===== src/rtl/core/efsd_pkg.sv =====
`timescale 1ns / 1ps
`default_nettype none

package efsd_pkg;

    localparam logic [7:0] CH_BACKSLASH      = 8'h5C;
    localparam logic [7:0] CH_ZERO           = 8'h30;
    localparam logic [7:0] CH_PERCENT        = 8'h25;
    localparam logic [7:0] CH_PLUS           = 8'h2B;
    localparam logic [7:0] CH_MINUS          = 8'h2D;
    localparam logic [7:0] CH_SPACE          = 8'h20;
    localparam logic [7:0] DELIM_RESET       = 8'h7C;
    localparam logic [1:0] CNT_ONE           = 2'd1;
    localparam logic [1:0] CNT_MAX           = 2'd2;

    // percent decoder phase; code 3 never occurs and decodes as text
    typedef enum logic [1:0] {
        PH_TEXT  = 2'd0,
        PH_PCT   = 2'd1,
        PH_DIGIT = 2'd2
    } phase_t;

    typedef struct packed {
        logic       bs_pending;
        phase_t     phase;
        logic [1:0] char_cnt;
        logic [7:0] hex_first;
    } dec_state_t;

    typedef struct packed {
        logic       valid;
        logic [7:0] out_byte;
        logic       has_byte;
        logic       field_end;
    } dec_result_t;

    // {is_hex, value}
    function automatic logic [4:0] hex_val(input logic [7:0] c);
        logic [4:0] r;
        r = 5'd0;
        if (c >= 8'h30 && c <= 8'h39) begin
            r = {1'b1, 4'(c - 8'h30)};
        end else if (c >= 8'h61 && c <= 8'h66) begin
            r = {1'b1, 4'(c - 8'h57)};
        end else if (c >= 8'h41 && c <= 8'h46) begin
            r = {1'b1, 4'(c - 8'h37)};
        end
        return r;
    endfunction

    function automatic logic is_space(input logic [7:0] c);
        return (c == CH_SPACE) || (c >= 8'h09 && c <= 8'h0D);
    endfunction

    // two digits after '%', read base 16 with strtol rules, modulo 256
    function automatic logic [7:0] read_two(input logic [7:0] c1, input logic [7:0] c2);
        logic [4:0] v1;
        logic [4:0] v2;
        logic [7:0] r;
        v1 = hex_val(c1);
        v2 = hex_val(c2);
        r  = 8'd0;
        if (is_space(c1) || c1 == CH_PLUS) begin
            r = v2[4] ? {4'd0, v2[3:0]} : 8'd0;
        end else if (c1 == CH_MINUS) begin
            r = v2[4] ? 8'(8'd0 - {4'd0, v2[3:0]}) : 8'd0;
        end else if (v1[4]) begin
            r = v2[4] ? {v1[3:0], v2[3:0]} : {4'd0, v1[3:0]};
        end
        return r;
    endfunction

endpackage

`default_nettype wire


===== src/rtl/core/escaped_field_stream_decoder_top.sv =====
`timescale 1ns / 1ps
`default_nettype none

// Escaped field stream decoder.
// s_ channel: one raw message byte per beat (s_in_byte), s_msg_end on the
//   last byte of a message. m_ channel: decoded field bytes; m_field_end
//   closes a field, m_has_byte = 0 marks a bare field end (m_out_byte = 0).
//   m_run_last is always 1: each input beat yields zero or one result.
// cfg_ channel: writes the delimiter byte (reset 0x7C '|'); write only while
//   idle. cfg_ready is always high.
// Path: a byte accepted into the input register is decoded by the step
//   logic and lands in the result register once the result slot is free.
// Throughput: one input beat per cycle while m_ready is high, one result
//   beat per cycle, set by the input register -> step logic -> result register path.
// Reset (aresetn low, synchronous): both registers empty, decoder state
//   cleared, delimiter back to '|'.
// Stall: while m_ready is low with a result held, the input register holds
//   its byte and s_ready drops once it is full; nothing is lost.
module escaped_field_stream_decoder_top import efsd_pkg::*; (
    input  wire logic       aclk,
    input  wire logic       aresetn,
    input  wire logic       s_valid,
    output logic            s_ready,
    input  wire logic [7:0] s_in_byte,
    input  wire logic       s_msg_end,
    output logic            m_valid,
    input  wire logic       m_ready,
    output logic [7:0]      m_out_byte,
    output logic            m_has_byte,
    output logic            m_field_end,
    output logic            m_run_last,
    input  wire logic       cfg_valid,
    output logic            cfg_ready,
    input  wire logic [7:0] cfg_data
);

    logic        in_valid_reg;
    logic        in_valid_next;
    logic [7:0]  in_byte_reg;
    logic        in_end_reg;
    logic [7:0]  delim_reg;
    dec_state_t  st_reg;
    dec_state_t  st_next;
    dec_result_t res;
    logic        out_free;
    logic        advance;

    assign cfg_ready = 1'b1;

    // input register moves into the step logic when the result slot is free
    assign advance = in_valid_reg && out_free;
    assign s_ready = !in_valid_reg || advance;

    always_comb begin
        in_valid_next = in_valid_reg;
        if (s_ready) begin
            in_valid_next = s_valid;
        end
    end

    always_ff @(posedge aclk) begin
        if (!aresetn) begin
            in_valid_reg <= 1'b0;
            delim_reg    <= DELIM_RESET;
            st_reg       <= '0;
        end else begin
            in_valid_reg <= in_valid_next;
            if (cfg_valid && cfg_ready) begin
                delim_reg <= cfg_data;
            end
            if (advance) begin
                st_reg <= st_next;
            end
        end
    end

    always_ff @(posedge aclk) begin
        if (s_valid && s_ready) begin
            in_byte_reg <= s_in_byte;
            in_end_reg  <= s_msg_end;
        end
    end

    efsd_step u_step (
        .st        (st_reg),
        .delimiter (delim_reg),
        .in_byte   (in_byte_reg),
        .msg_end   (in_end_reg),
        .st_next   (st_next),
        .res       (res)
    );

    efsd_out_reg u_out (
        .aclk        (aclk),
        .aresetn     (aresetn),
        .load        (advance),
        .res         (res),
        .m_ready     (m_ready),
        .free        (out_free),
        .m_valid     (m_valid),
        .m_out_byte  (m_out_byte),
        .m_has_byte  (m_has_byte),
        .m_field_end (m_field_end),
        .m_run_last  (m_run_last)
    );

    // a bare result must close a field and carry a zero byte
    a_bare_closes: assert property (@(posedge aclk) disable iff (!aresetn)
        m_valid && !m_has_byte |-> m_field_end && m_out_byte == 8'd0)
        else $error("bare result without field end or with data");

    // end of message always leaves clean decoder state
    a_end_clears: assert property (@(posedge aclk) disable iff (!aresetn)
        advance && in_end_reg |=> !st_reg.bs_pending && st_reg.phase == PH_TEXT
                                  && st_reg.char_cnt == 2'd0)
        else $error("decoder state carried past message end");

    // an item that ends a message always produces a closing result beat
    a_end_result: assert property (@(posedge aclk) disable iff (!aresetn)
        advance && in_end_reg |=> m_valid && m_field_end)
        else $error("message end without closing result");

    // the field byte count never exceeds its saturation point
    a_cnt_sat: assert property (@(posedge aclk) disable iff (!aresetn)
        st_reg.char_cnt != 2'd3)
        else $error("field byte count overflow");

endmodule

`default_nettype wire


===== src/rtl/core/efsd_step.sv =====
`timescale 1ns / 1ps
`default_nettype none

module efsd_step import efsd_pkg::*; (
    input  wire dec_state_t  st,
    input  wire logic [7:0]  delimiter,
    input  wire logic [7:0]  in_byte,
    input  wire logic        msg_end,
    output dec_state_t       st_next,
    output dec_result_t      res
);

    logic       got;
    logic       close;
    logic [7:0] emit;
    logic [4:0] hv;
    logic [4:0] hv_tail;

    assign hv = hex_val(st.hex_first);

    always_comb begin
        st_next = st;
        got     = 1'b0;
        close   = 1'b0;
        emit    = 8'd0;
        hv_tail = 5'd0;
        if (!st.bs_pending && in_byte == delimiter) begin
            // split: close the field with the old state
            if (st.phase == PH_PCT && st.char_cnt == CNT_ONE) begin
                emit = CH_PERCENT;
                got  = 1'b1;
            end else if (st.phase == PH_DIGIT) begin
                emit = hv[4] ? {4'd0, hv[3:0]} : 8'd0;
                got  = 1'b1;
            end
            st_next.phase      = PH_TEXT;
            st_next.char_cnt   = 2'd0;
            st_next.bs_pending = 1'b0;
            close = 1'b1;
        end else begin
            if (!st.bs_pending && in_byte == CH_BACKSLASH) begin
                st_next.bs_pending = 1'b1;
            end else if (st.bs_pending && in_byte == CH_ZERO) begin
                st_next.bs_pending = 1'b0;
            end else begin
                st_next.bs_pending = 1'b0;
                if (st.char_cnt != CNT_MAX) begin
                    st_next.char_cnt = st.char_cnt + 2'd1;
                end
                case (st.phase)
                    PH_PCT: begin
                        if (in_byte == CH_PERCENT) begin
                            st_next.phase = PH_TEXT;
                            emit = CH_PERCENT;
                            got  = 1'b1;
                        end else begin
                            st_next.hex_first = in_byte;
                            st_next.phase     = PH_DIGIT;
                        end
                    end
                    PH_DIGIT: begin
                        st_next.phase = PH_TEXT;
                        emit = read_two(st.hex_first, in_byte);
                        got  = 1'b1;
                    end
                    default: begin
                        if (in_byte == CH_PERCENT) begin
                            st_next.phase = PH_PCT;
                        end else begin
                            st_next.phase = PH_TEXT;
                            emit = in_byte;
                            got  = 1'b1;
                        end
                    end
                endcase
            end
            // end of message closes the field; a feed byte and a flush byte never coincide
            hv_tail = hex_val(st_next.hex_first);
            if (msg_end) begin
                if (st_next.phase == PH_PCT && st_next.char_cnt == CNT_ONE) begin
                    emit = CH_PERCENT;
                    got  = 1'b1;
                end else if (st_next.phase == PH_DIGIT) begin
                    emit = hv_tail[4] ? {4'd0, hv_tail[3:0]} : 8'd0;
                    got  = 1'b1;
                end
                close = 1'b1;
            end
        end
        if (msg_end) begin
            st_next.bs_pending = 1'b0;
            st_next.phase      = PH_TEXT;
            st_next.char_cnt   = 2'd0;
        end
        res.valid     = got || close;
        res.out_byte  = got ? emit : 8'd0;
        res.has_byte  = got;
        res.field_end = close;
    end

endmodule

`default_nettype wire


===== src/rtl/core/efsd_out_reg.sv =====
`timescale 1ns / 1ps
`default_nettype none

module efsd_out_reg import efsd_pkg::*; (
    input  wire logic        aclk,
    input  wire logic        aresetn,
    input  wire logic        load,
    input  wire dec_result_t res,
    input  wire logic        m_ready,
    output logic             free,
    output logic             m_valid,
    output logic [7:0]       m_out_byte,
    output logic             m_has_byte,
    output logic             m_field_end,
    output logic             m_run_last
);

    logic        valid_reg;
    logic        valid_next;
    dec_result_t data_reg;

    assign free = !valid_reg || m_ready;

    always_comb begin
        valid_next = valid_reg;
        if (free) begin
            valid_next = load && res.valid;
        end
    end

    always_ff @(posedge aclk) begin
        if (!aresetn) begin
            valid_reg <= 1'b0;
        end else begin
            valid_reg <= valid_next;
        end
    end

    always_ff @(posedge aclk) begin
        if (free && load) begin
            data_reg <= res;
        end
    end

    assign m_valid     = valid_reg;
    assign m_out_byte  = data_reg.out_byte;
    assign m_has_byte  = data_reg.has_byte;
    assign m_field_end = data_reg.field_end;
    assign m_run_last  = 1'b1;  // never more than one result per input beat

endmodule

`default_nettype wire


===== config.mk =====
export PLATFORM = sky130hd
export DESIGN_NAME = escaped_field_stream_decoder_top
export DESIGN_NICKNAME = d
export VERILOG_FILES = /design/src/rtl/core/efsd_pkg.sv /design/src/rtl/core/escaped_field_stream_decoder_top.sv /design/src/rtl/core/efsd_step.sv /design/src/rtl/core/efsd_out_reg.sv
export SDC_FILE = /design/constraint.sdc
export NUM_CORES = 1
export LEC_CHECK = 0
export ABC_AREA = 1
export BUFFER_PORTS_ARGS = -buffer_cell sky130_fd_sc_hd__clkbuf_2
export CAP_MARGIN = 20
export CORE_ASPECT_RATIO = 1.25
export CORE_MARGIN = 2
export CORE_UTILIZATION = 54
export DETAILED_ROUTE_END_ITERATION = 12
export HOLD_SLACK_MARGIN = 0.08
export PLACE_DENSITY = 0.82
export SYNTH_ARGS = -nofsm -noshare
export SYNTH_HDL_FRONTEND = slang
export SYNTH_SLANG_ARGS = --single-unit

===== constraint.sdc =====
create_clock -name aclk -period 2.6 [get_ports aclk]
set_input_delay 0.26 -clock aclk [delete_from_list [all_inputs] [get_ports aclk]]
set_output_delay 0.26 -clock aclk [all_outputs]
set_load 0.1 [all_outputs]

======== Word level (Yosys, flattened, before mapping) ========
Cells that the tools add are included.
W data, S select, Z words.
storage, ports and cells
  flip-flop bits (word level) ............. 42
  input bits .............................. 22
  output and inout port bits .............. 14
  logic and storage cells ................. 148
cells by class
  add/subtract/negate cells ............... 11
  magnitude comparators ................... 20
  equality and inequality tests ........... 14
  multiplexer cells ....................... 62
  bitwise operators ....................... 1
  reduce and logical (&&, ||, !) cells .... 28
operators with widths
  operator               count
  $mux W8                16
  $mux W5                20
  $ge A8 B7 Y1 const B   6
  $le A8 B7 Y1 const B   6
  $eq A8 B6 Y1 const B   5
  $mux W12               3
  $ge A8 B6 Y1 const B   3
  $le A8 B6 Y1 const B   3
  $sub A4 B3 Y4 const B  6
  $logic_and A1 B1 Y1    19
  $pmux W8 S2            1
  $mux W1                14
  $mux W4                3
  $sub A4 B1 Y4 const B  3
  $eq A2 B1 Y1 const B   4
  $eq A8 B7 Y1 const B   1
  $eq A8 B8 Y1           1
  $ge A8 B4 Y1 const B   1
  $le A8 B4 Y1 const B   1
  $mux W6                1
  $logic_or A1 B1 Y1     5
  $sub A1 B4 Y5 const A  1
  $eq A2 B2 Y1 const B   2
  $mux W2                2
  7 further kinds        9

======== Longest topological paths before layout ========
  depth in word-level cells ............... 20
  depth in mapped cells ................... 23
  mapped depth without buffers ............ 23

======== By module ========
Synthesis repeated with hierarchy kept, for this count alone.
second synthesis, totals
  cells, all modules ...................... 515
  area, all modules ....................... 3382.0 µm²
by module, submodules not included
  module                            instances  cells an instance  area each (µm²)  sequential area each (µm²)
  efsd_step                         1          361                1869.3           0.0
  escaped_field_stream_decoder_top  1          135                1147.4           710.7
  efsd_out_reg                      1          19                 365.4            320.3

======== Least setup slack after synthesis ========
OpenSTA, ideal clock, no wires.
  path kind ............................... register to register
  start ................................... register in_byte_reg[1]
  end ..................................... register u_out.data_reg (netlist bit u_out.m_out_byte[0]) (data pin)
  setup time .............................. 0.253 ns
  arrival time ............................ 2.603 ns
  required time ........................... 2.347 ns
  path slack .............................. -0.255 ns
  cell stages (with the launch flop) ...... 23
  buffers on the path ..................... 1
  clock period less this slack ............ 2.855 ns
  cells stage by stage .................... edfxtp_1 inv_1 ha_1 nand2_1 nor2_1 nand2_4 nand4_2 buf_6 nand2_2 nand2_2 inv_1 ha_1 or2_2 nand2_1 nand2_2 nand3_4 nand2_1 nand2_1 clkinv_1 nand3_1 nand2_1 nand2_1 nand2_1
on the way
  cells in the longest elaborated chain, start to end .. 20
  elaborated cells on any way between the ends .. 77
  those cells by class .................... 4 x add/sub; 12 x order compare; 7 x eq/ne; 44 x mux; 10 x reduce/logical
RTL lines
  item                                          RTL line                                text
  start, declared                               escaped_field_stream_decoder_top.sv:39  logic [7:0] in_byte_reg;
  start signal, assigned                        escaped_field_stream_decoder_top.sv:79  in_byte_reg <= s_in_byte;
  $ge A8 B7 Y1 or $le A8 B7 Y1 (tied branches)  efsd_pkg.sv:45                          end else if (c >= 8'h41 && c <= 8'h46) begin
  $logic_and A1 B1 Y1                           efsd_pkg.sv:45
  $mux W5                                       efsd_pkg.sv:45
  $mux W5                                       efsd_pkg.sv:43                          end else if (c >= 8'h61 && c <= 8'h66) begin
  $mux W5                                       efsd_pkg.sv:41                          if (c >= 8'h30 && c <= 8'h39) begin
  $mux W5                                       efsd_step.sv:50                         case (st.phase)
  $mux W5                                       efsd_step.sv:43                         end else if (st.bs_pending && in_byte == CH_ZERO) begin
  $mux W5                                       efsd_step.sv:41                         if (!st.bs_pending && in_byte == CH_BACKSLASH) begin
  (+4 left out)                                 n/a
  $mux W8                                       efsd_pkg.sv:63                          if (is_space(c1) || c1 == CH_PLUS) begin
  $pmux W8 S2                                   efsd_step.sv:50
  $mux W8                                       efsd_step.sv:43
  $mux W8                                       efsd_step.sv:41
  $mux W8                                       efsd_step.sv:83                         end else if (st_next.phase == PH_DIGIT) begin
  $mux W8                                       efsd_step.sv:80                         if (st_next.phase == PH_PCT && st_next.char_cnt == CNT_ONE) begin
  $mux W8                                       efsd_step.sv:79                         if (msg_end) begin
  $mux W8                                       efsd_step.sv:27                         if (!st.bs_pending && in_byte == delimiter) begin
  end signal, assigned                          efsd_out_reg.sv:41                      data_reg <= res;
  end, declared                                 efsd_out_reg.sv:20                      dec_result_t data_reg;
Several ways; a longest one is shown, not always the timed one. The select of a mux whose other input is x is not followed.
A chain may end at the register's enable or synchronous reset.

======== Worst setup path after layout ========
Same ends and word-level chain as after synthesis.

==> impl_results.html <==
<table>
<tr><th>Metric</th><th>Value</th></tr>
<tr><th colspan="2">Run status</th></tr>
<tr><td>Status</td><td>finished with violations</td></tr>
<tr><td>Failing checks</td><td>negative setup slack</td></tr>
<tr><th colspan="2">Cells and area</th></tr>
<tr><td>Total inserted antenna cells</td><td>0</td></tr>
<tr><td>Number of flip-flops in the largest register</td><td>13</td></tr>
<tr><td>Layout net count</td><td>610</td></tr>
<tr><td>Fraction of layout instances using a drive strength above 1</td><td>0.285</td></tr>
<tr><td>Final design utilization</td><td>0.690</td></tr>
<tr><td>Layout Area Growth over Synthesis</td><td>26.2%</td></tr>
<tr><th colspan="2">Route</th></tr>
<tr><td>Post-route antenna net violation count</td><td>0</td></tr>
<tr><td>Iter 0 DRT Violations</td><td>349</td></tr>
<tr><td>Detailed-routing iteration count for the pre-antenna-repair pass</td><td>5</td></tr>
<tr><td>Final routed wire length divided by cell count</td><td>14.9 um</td></tr>
<tr><td>Routed via count</td><td>3627</td></tr>
<tr><td>Routed vias/inst</td><td>5.52</td></tr>
<tr><td>Wirelength, routed</td><td>9780 um</td></tr>
<tr><td>Number of remaining DRC errors</td><td>0</td></tr>
<tr><th colspan="2">Power</th></tr>
<tr><td>Proportion of total power due to net switching</td><td>0.343</td></tr>
<tr><td>Total power per unit cell area</td><td>463 mW/mm2</td></tr>
<tr><td>Net switching power of the design</td><td>667 uW</td></tr>
<tr><td>Int Power</td><td>1.28 mW</td></tr>
<tr><td>Sequential Power Share</td><td>0.400</td></tr>
<tr><td>Overall power of the completed layout</td><td>1.94 mW</td></tr>
<tr><td>Max IR drop VDD</td><td>0.000444 V</td></tr>
<tr><td>Leakage power</td><td>2.01 nW</td></tr>
<tr><td>Clock power frac</td><td>0.302</td></tr>
<tr><td>Comb power frac</td><td>0.298</td></tr>
<tr><th colspan="2">Die</th></tr>
<tr><td>Initial standard-cell utilization of the core</td><td>0.547</td></tr>
<tr><td>Die height</td><td>91.8 um</td></tr>
<tr><td>Core outline area</td><td>0.00609 mm2</td></tr>
<tr><td>Floorplan die width</td><td>74.2 um</td></tr>
<tr><td>Floorplan die area</td><td>0.00681 mm2</td></tr>
<tr><td>I/O pin count</td><td>36</td></tr>
<tr><td>Placement row count</td><td>32</td></tr>
<tr><th colspan="2">Global route</th></tr>
<tr><td>Largest net degree at the start of global routing</td><td>17</td></tr>
<tr><td>Overall routing resource usage</td><td>0.294</td></tr>
<tr><td>Initial antenna violation count</td><td>0</td></tr>
<tr><td>First-pass GRT wire length</td><td>15400 um</td></tr>
<tr><td>Vias in the first global route</td><td>3402</td></tr>
<tr><td>Grt total ovfl</td><td>0</td></tr>
<tr><th colspan="2">Min path</th></tr>
<tr><td>Hold Path Class</td><td>primary input to flop</td></tr>
<tr><td>Number of cells on the worst hold path</td><td>1</td></tr>
<tr><th colspan="2">Worst setup path</th></tr>
<tr><td>Crit-path max FO</td><td>5</td></tr>
<tr><td>Crit path DAT</td><td>2.67 ns</td></tr>
<tr><td>WP data required</td><td>2.66 ns</td></tr>
<tr><td>Critical Path Sink Type</td><td>flop</td></tr>
<tr><td>Depth of the most critical reg-to-reg path</td><td>21</td></tr>
<tr><td>Setup CP Type</td><td>flop to flop</td></tr>
<tr><td>Nature of the critical path startpoint</td><td>flop</td></tr>
<tr><th colspan="2">Logic synthesis</th></tr>
<tr><td>Mapped Area</td><td>0.00333 mm2</td></tr>
<tr><td>Number of flip-flops and latches in the synthesized netlist</td><td>42</td></tr>
<tr><td>Fraction of post-synthesis cell area in the top cell type by area</td><td>0.171</td></tr>
<tr><td>Mean Syn Cell Area</td><td>6.70 um2</td></tr>
<tr><td>Share of the yosys chip area belonging to registers</td><td>0.310</td></tr>
<tr><td>Number of standard cells after synthesis</td><td>497</td></tr>
<tr><td>Largest cells by area after synthesis</td><td>sky130_fd_sc_hd__edfxtp_1, sky130_fd_sc_hd__nand2_1, sky130_fd_sc_hd__dfxtp_1, sky130_fd_sc_hd__ha_1, sky130_fd_sc_hd__inv_1</td></tr>
<tr><td>Synth warn</td><td>0</td></tr>
<tr><td>Share of async-settable or async-resettable flops after synthesis</td><td>0</td></tr>
<tr><td>Number of unique standard cell types used by synthesis</td><td>40</td></tr>
<tr><td>Dominant synthesized flop cell</td><td>sky130_fd_sc_hd__dfxtp_1</td></tr>
<tr><td>Largest area contributor in the netlist</td><td>sky130_fd_sc_hd__edfxtp_1</td></tr>
<tr><td>Post-synth EDFFs</td><td>19</td></tr>
<tr><th colspan="2">Timing</th></tr>
<tr><td>Max Clock Skew</td><td>0.00400 ns</td></tr>
<tr><td># setup viols final</td><td>1</td></tr>
<tr><td>RSZ-0062 raised after global routing</td><td>true</td></tr>
<tr><td>Maximum clock frequency</td><td>383 MHz</td></tr>
<tr><td>Portion of the clock cycle consumed by the worst path in the final layout</td><td>1.00</td></tr>
<tr><td>Slew Viols, Final</td><td>0</td></tr>
<tr><td>Clock period minus worst slack</td><td>2.61 ns</td></tr>
<tr><td>Slew @ Worst Pin</td><td>0.548 ns</td></tr>
<tr><td>Total negative slack</td><td>-0.00813 ns</td></tr>
<tr><td>Final hold viol count</td><td>0</td></tr>
<tr><td>Final Worst Setup Slack</td><td>-0.00813 ns</td></tr>
<tr><td>Max transition margin</td><td>0.636</td></tr>
<tr><th colspan="2">Job</th></tr>
<tr><td>Max capacitance violation total</td><td>0</td></tr>
<tr><th colspan="2">Place</th></tr>
<tr><td>Global placer's final weighted congestion</td><td>0.931</td></tr>
<tr><td>Estimated wirelength of the detail-placed design</td><td>7280 um</td></tr>
<tr><td>Number of port buffers</td><td>33</td></tr>
<tr><th colspan="2">Clock tree</th></tr>
<tr><td>Clock transition at path regs</td><td>0.08 ns</td></tr>
<tr><td>Htree depth</td><td>2</td></tr>
<tr><td>Root Driver</td><td>sky130_fd_sc_hd__clkbuf_8</td></tr>
<tr><td>CTS Buffer Depth</td><td>2</td></tr>
<tr><td>TritonCTS clock tree</td><td>done</td></tr>
<tr><td>Post-cts hold buffer count</td><td>0</td></tr>
<tr><td>Number of clock buffers inserted by TritonCTS</td><td>5</td></tr>
<tr><td>Num Clock Sinks</td><td>42</td></tr>
<tr><td>Clock network latency to the later pin of the worst-skew pair</td><td>0.30 ns</td></tr>
</table>
cells in the mapped netlist (5+ instances only):
library cell               number
sky130_fd_sc_hd__edfxtp_1      19
sky130_fd_sc_hd__a21oi_1       33
sky130_fd_sc_hd__inv_2         10
sky130_fd_sc_hd__nand2_1      150
sky130_fd_sc_hd__nand2_2       15
sky130_fd_sc_hd__dfxtp_1       23
sky130_fd_sc_hd__ha_1          17
sky130_fd_sc_hd__nand4_1       14
sky130_fd_sc_hd__nor2_1        42
sky130_fd_sc_hd__o21ai_0       22
sky130_fd_sc_hd__nand3_1       33
sky130_fd_sc_hd__o21ai_1        5
sky130_fd_sc_hd__inv_1         54
power by group through the flow:
stage	Clock, mW	Combinational (mW)	Sequential, mW
CTS	0.593	0.533	0.775
global route	0.617	0.630	0.784
detailed placement	0	0.520	0.791
global placement	0	0.511	0.789
finish	0.587	0.578	0.778
floorplan	0	0.322	0.852
through the flow:
stage | cell area (um2) | hold WS (ns) | instances | setup WS (ns)
after floorplan | 3420 | 0.359 | 498 | -0.0280
after global placement | 3820 | 0.438 | 632 | 0.0611
after detailed placement | 3820 | 0.439 | 632 | -0.0112
after CTS | 4010 | 0.126 | 646 | 0.00243
after global routing | 4200 | 0.117 | 657 | -0.170
final | 4200 | 0.127 | 657 | -0.00813
layer usage:
metal  GRT usage  up-vias  wire, um
li1            -     1767         -
met1       0.326     1632      3700
met2       0.506      178      5000
met3      0.0451       50       502
met4       0.186        0       580
met5           0        -         0
layout by cell type (no fill, tap or decap), types with 2 or more instances in the layout:
cell and instances:
sky130_fd_sc_hd__nor3_1 3, sky130_fd_sc_hd__o21ai_1 5, sky130_fd_sc_hd__ha_1 13, sky130_fd_sc_hd__nand3_4 2, sky130_fd_sc_hd__o21ai_0 22, sky130_fd_sc_hd__o22ai_1 3
sky130_fd_sc_hd__nand3_2 10, sky130_fd_sc_hd__inv_1 50, sky130_fd_sc_hd__a211oi_1 2, sky130_fd_sc_hd__nor2_4 4, sky130_fd_sc_hd__dfxtp_1 23, sky130_fd_sc_hd__inv_2 12
sky130_fd_sc_hd__nand2_1 142, sky130_fd_sc_hd__buf_6 2, sky130_fd_sc_hd__clkinv_1 2, sky130_fd_sc_hd__nand4_1 14, sky130_fd_sc_hd__nor2_1 38, sky130_fd_sc_hd__nand2_4 8
sky130_fd_sc_hd__xor2_1 4, sky130_fd_sc_hd__edfxtp_1 19, sky130_fd_sc_hd__nor3_2 2, sky130_fd_sc_hd__conb_1 2, sky130_fd_sc_hd__a21oi_1 33, sky130_fd_sc_hd__nor2_2 6
sky130_fd_sc_hd__clkbuf_8 5, sky130_fd_sc_hd__o21ai_2 3, sky130_fd_sc_hd__a21oi_2 2, sky130_fd_sc_hd__nand2_2 18, sky130_fd_sc_hd__nand3b_1 3, sky130_fd_sc_hd__clkbuf_2 33
sky130_fd_sc_hd__nand3_1 27, sky130_fd_sc_hd__ha_4 4, sky130_fd_sc_hd__inv_4 2, sky130_fd_sc_hd__buf_4 41
path summary, 6_finish.rpt:
check                       startpoint                           endpoint  slack, ns
min reg2reg  delim_reg[2]$_SDFFE_PN1P_          delim_reg[2]$_SDFFE_PN1P_       0.48
max           in_byte_reg[1]$_DFFE_PP_  u_out.m_out_byte[0]$_SDFFCE_PP0P_     -0.008
min                       s_in_byte[6]           in_byte_reg[6]$_DFFE_PP_       0.13
max reg2reg   in_byte_reg[1]$_DFFE_PP_  u_out.m_out_byte[0]$_SDFFCE_PP0P_     -0.008
cell families after synthesis:
kind of cell,Yosys count,share of synthesized area
AND/OR/NAND/NOR,280,0.392
buffers and inverters,77,0.0958
AO/OA/AOI/OAI,76,0.127
flip-flops,42,0.310
adder cells (fa/ha/maj),17,0.0639
XOR/XNOR,4,0.0105
other,1,0.00113
critical path, stage by stage, from the launching register on:
cell	delay, ns
sky130_fd_sc_hd__edfxtp_1	0.44
sky130_fd_sc_hd__inv_2	0.13
sky130_fd_sc_hd__ha_4	0.15
sky130_fd_sc_hd__nand2_2	0.06
sky130_fd_sc_hd__nor2_4	0.12
sky130_fd_sc_hd__nand2_4	0.09
sky130_fd_sc_hd__inv_4	0.09
sky130_fd_sc_hd__nor2_8	0.04
sky130_fd_sc_hd__nand4_1	0.15
sky130_fd_sc_hd__nand2_4	0.09
sky130_fd_sc_hd__ha_4	0.17
sky130_fd_sc_hd__or2_4	0.25
sky130_fd_sc_hd__nand2_4	0.06
sky130_fd_sc_hd__nand2_4	0.06
sky130_fd_sc_hd__nand3_4	0.09
sky130_fd_sc_hd__nand2_1	0.06
sky130_fd_sc_hd__nand2_1	0.07
sky130_fd_sc_hd__clkinv_1	0.06
sky130_fd_sc_hd__nand3_1	0.06
sky130_fd_sc_hd__nand2_1	0.05
sky130_fd_sc_hd__nand2_1	0.05
sky130_fd_sc_hd__nand2_1	0.05
area by class of cell:
type / count / area, um2
tap: 85 / 106
clock buffer: 6 / 93.8
clock inverter: 2 / 38.8
sequential: 42 / 1030
fill: 518 / 1890
inverter: 66 / 253
timing repair buffer: 76 / 495
multi-input combinational: 380 / 2180
timing repair:
item,4_1_cts,5_1_grt
pin swaps,2,17
resized for setup,2,26
buffers inserted,5,11
gates cloned,1,0
endpoints found under the setup margin,4,20
Power figures use the tool's default switching activity.
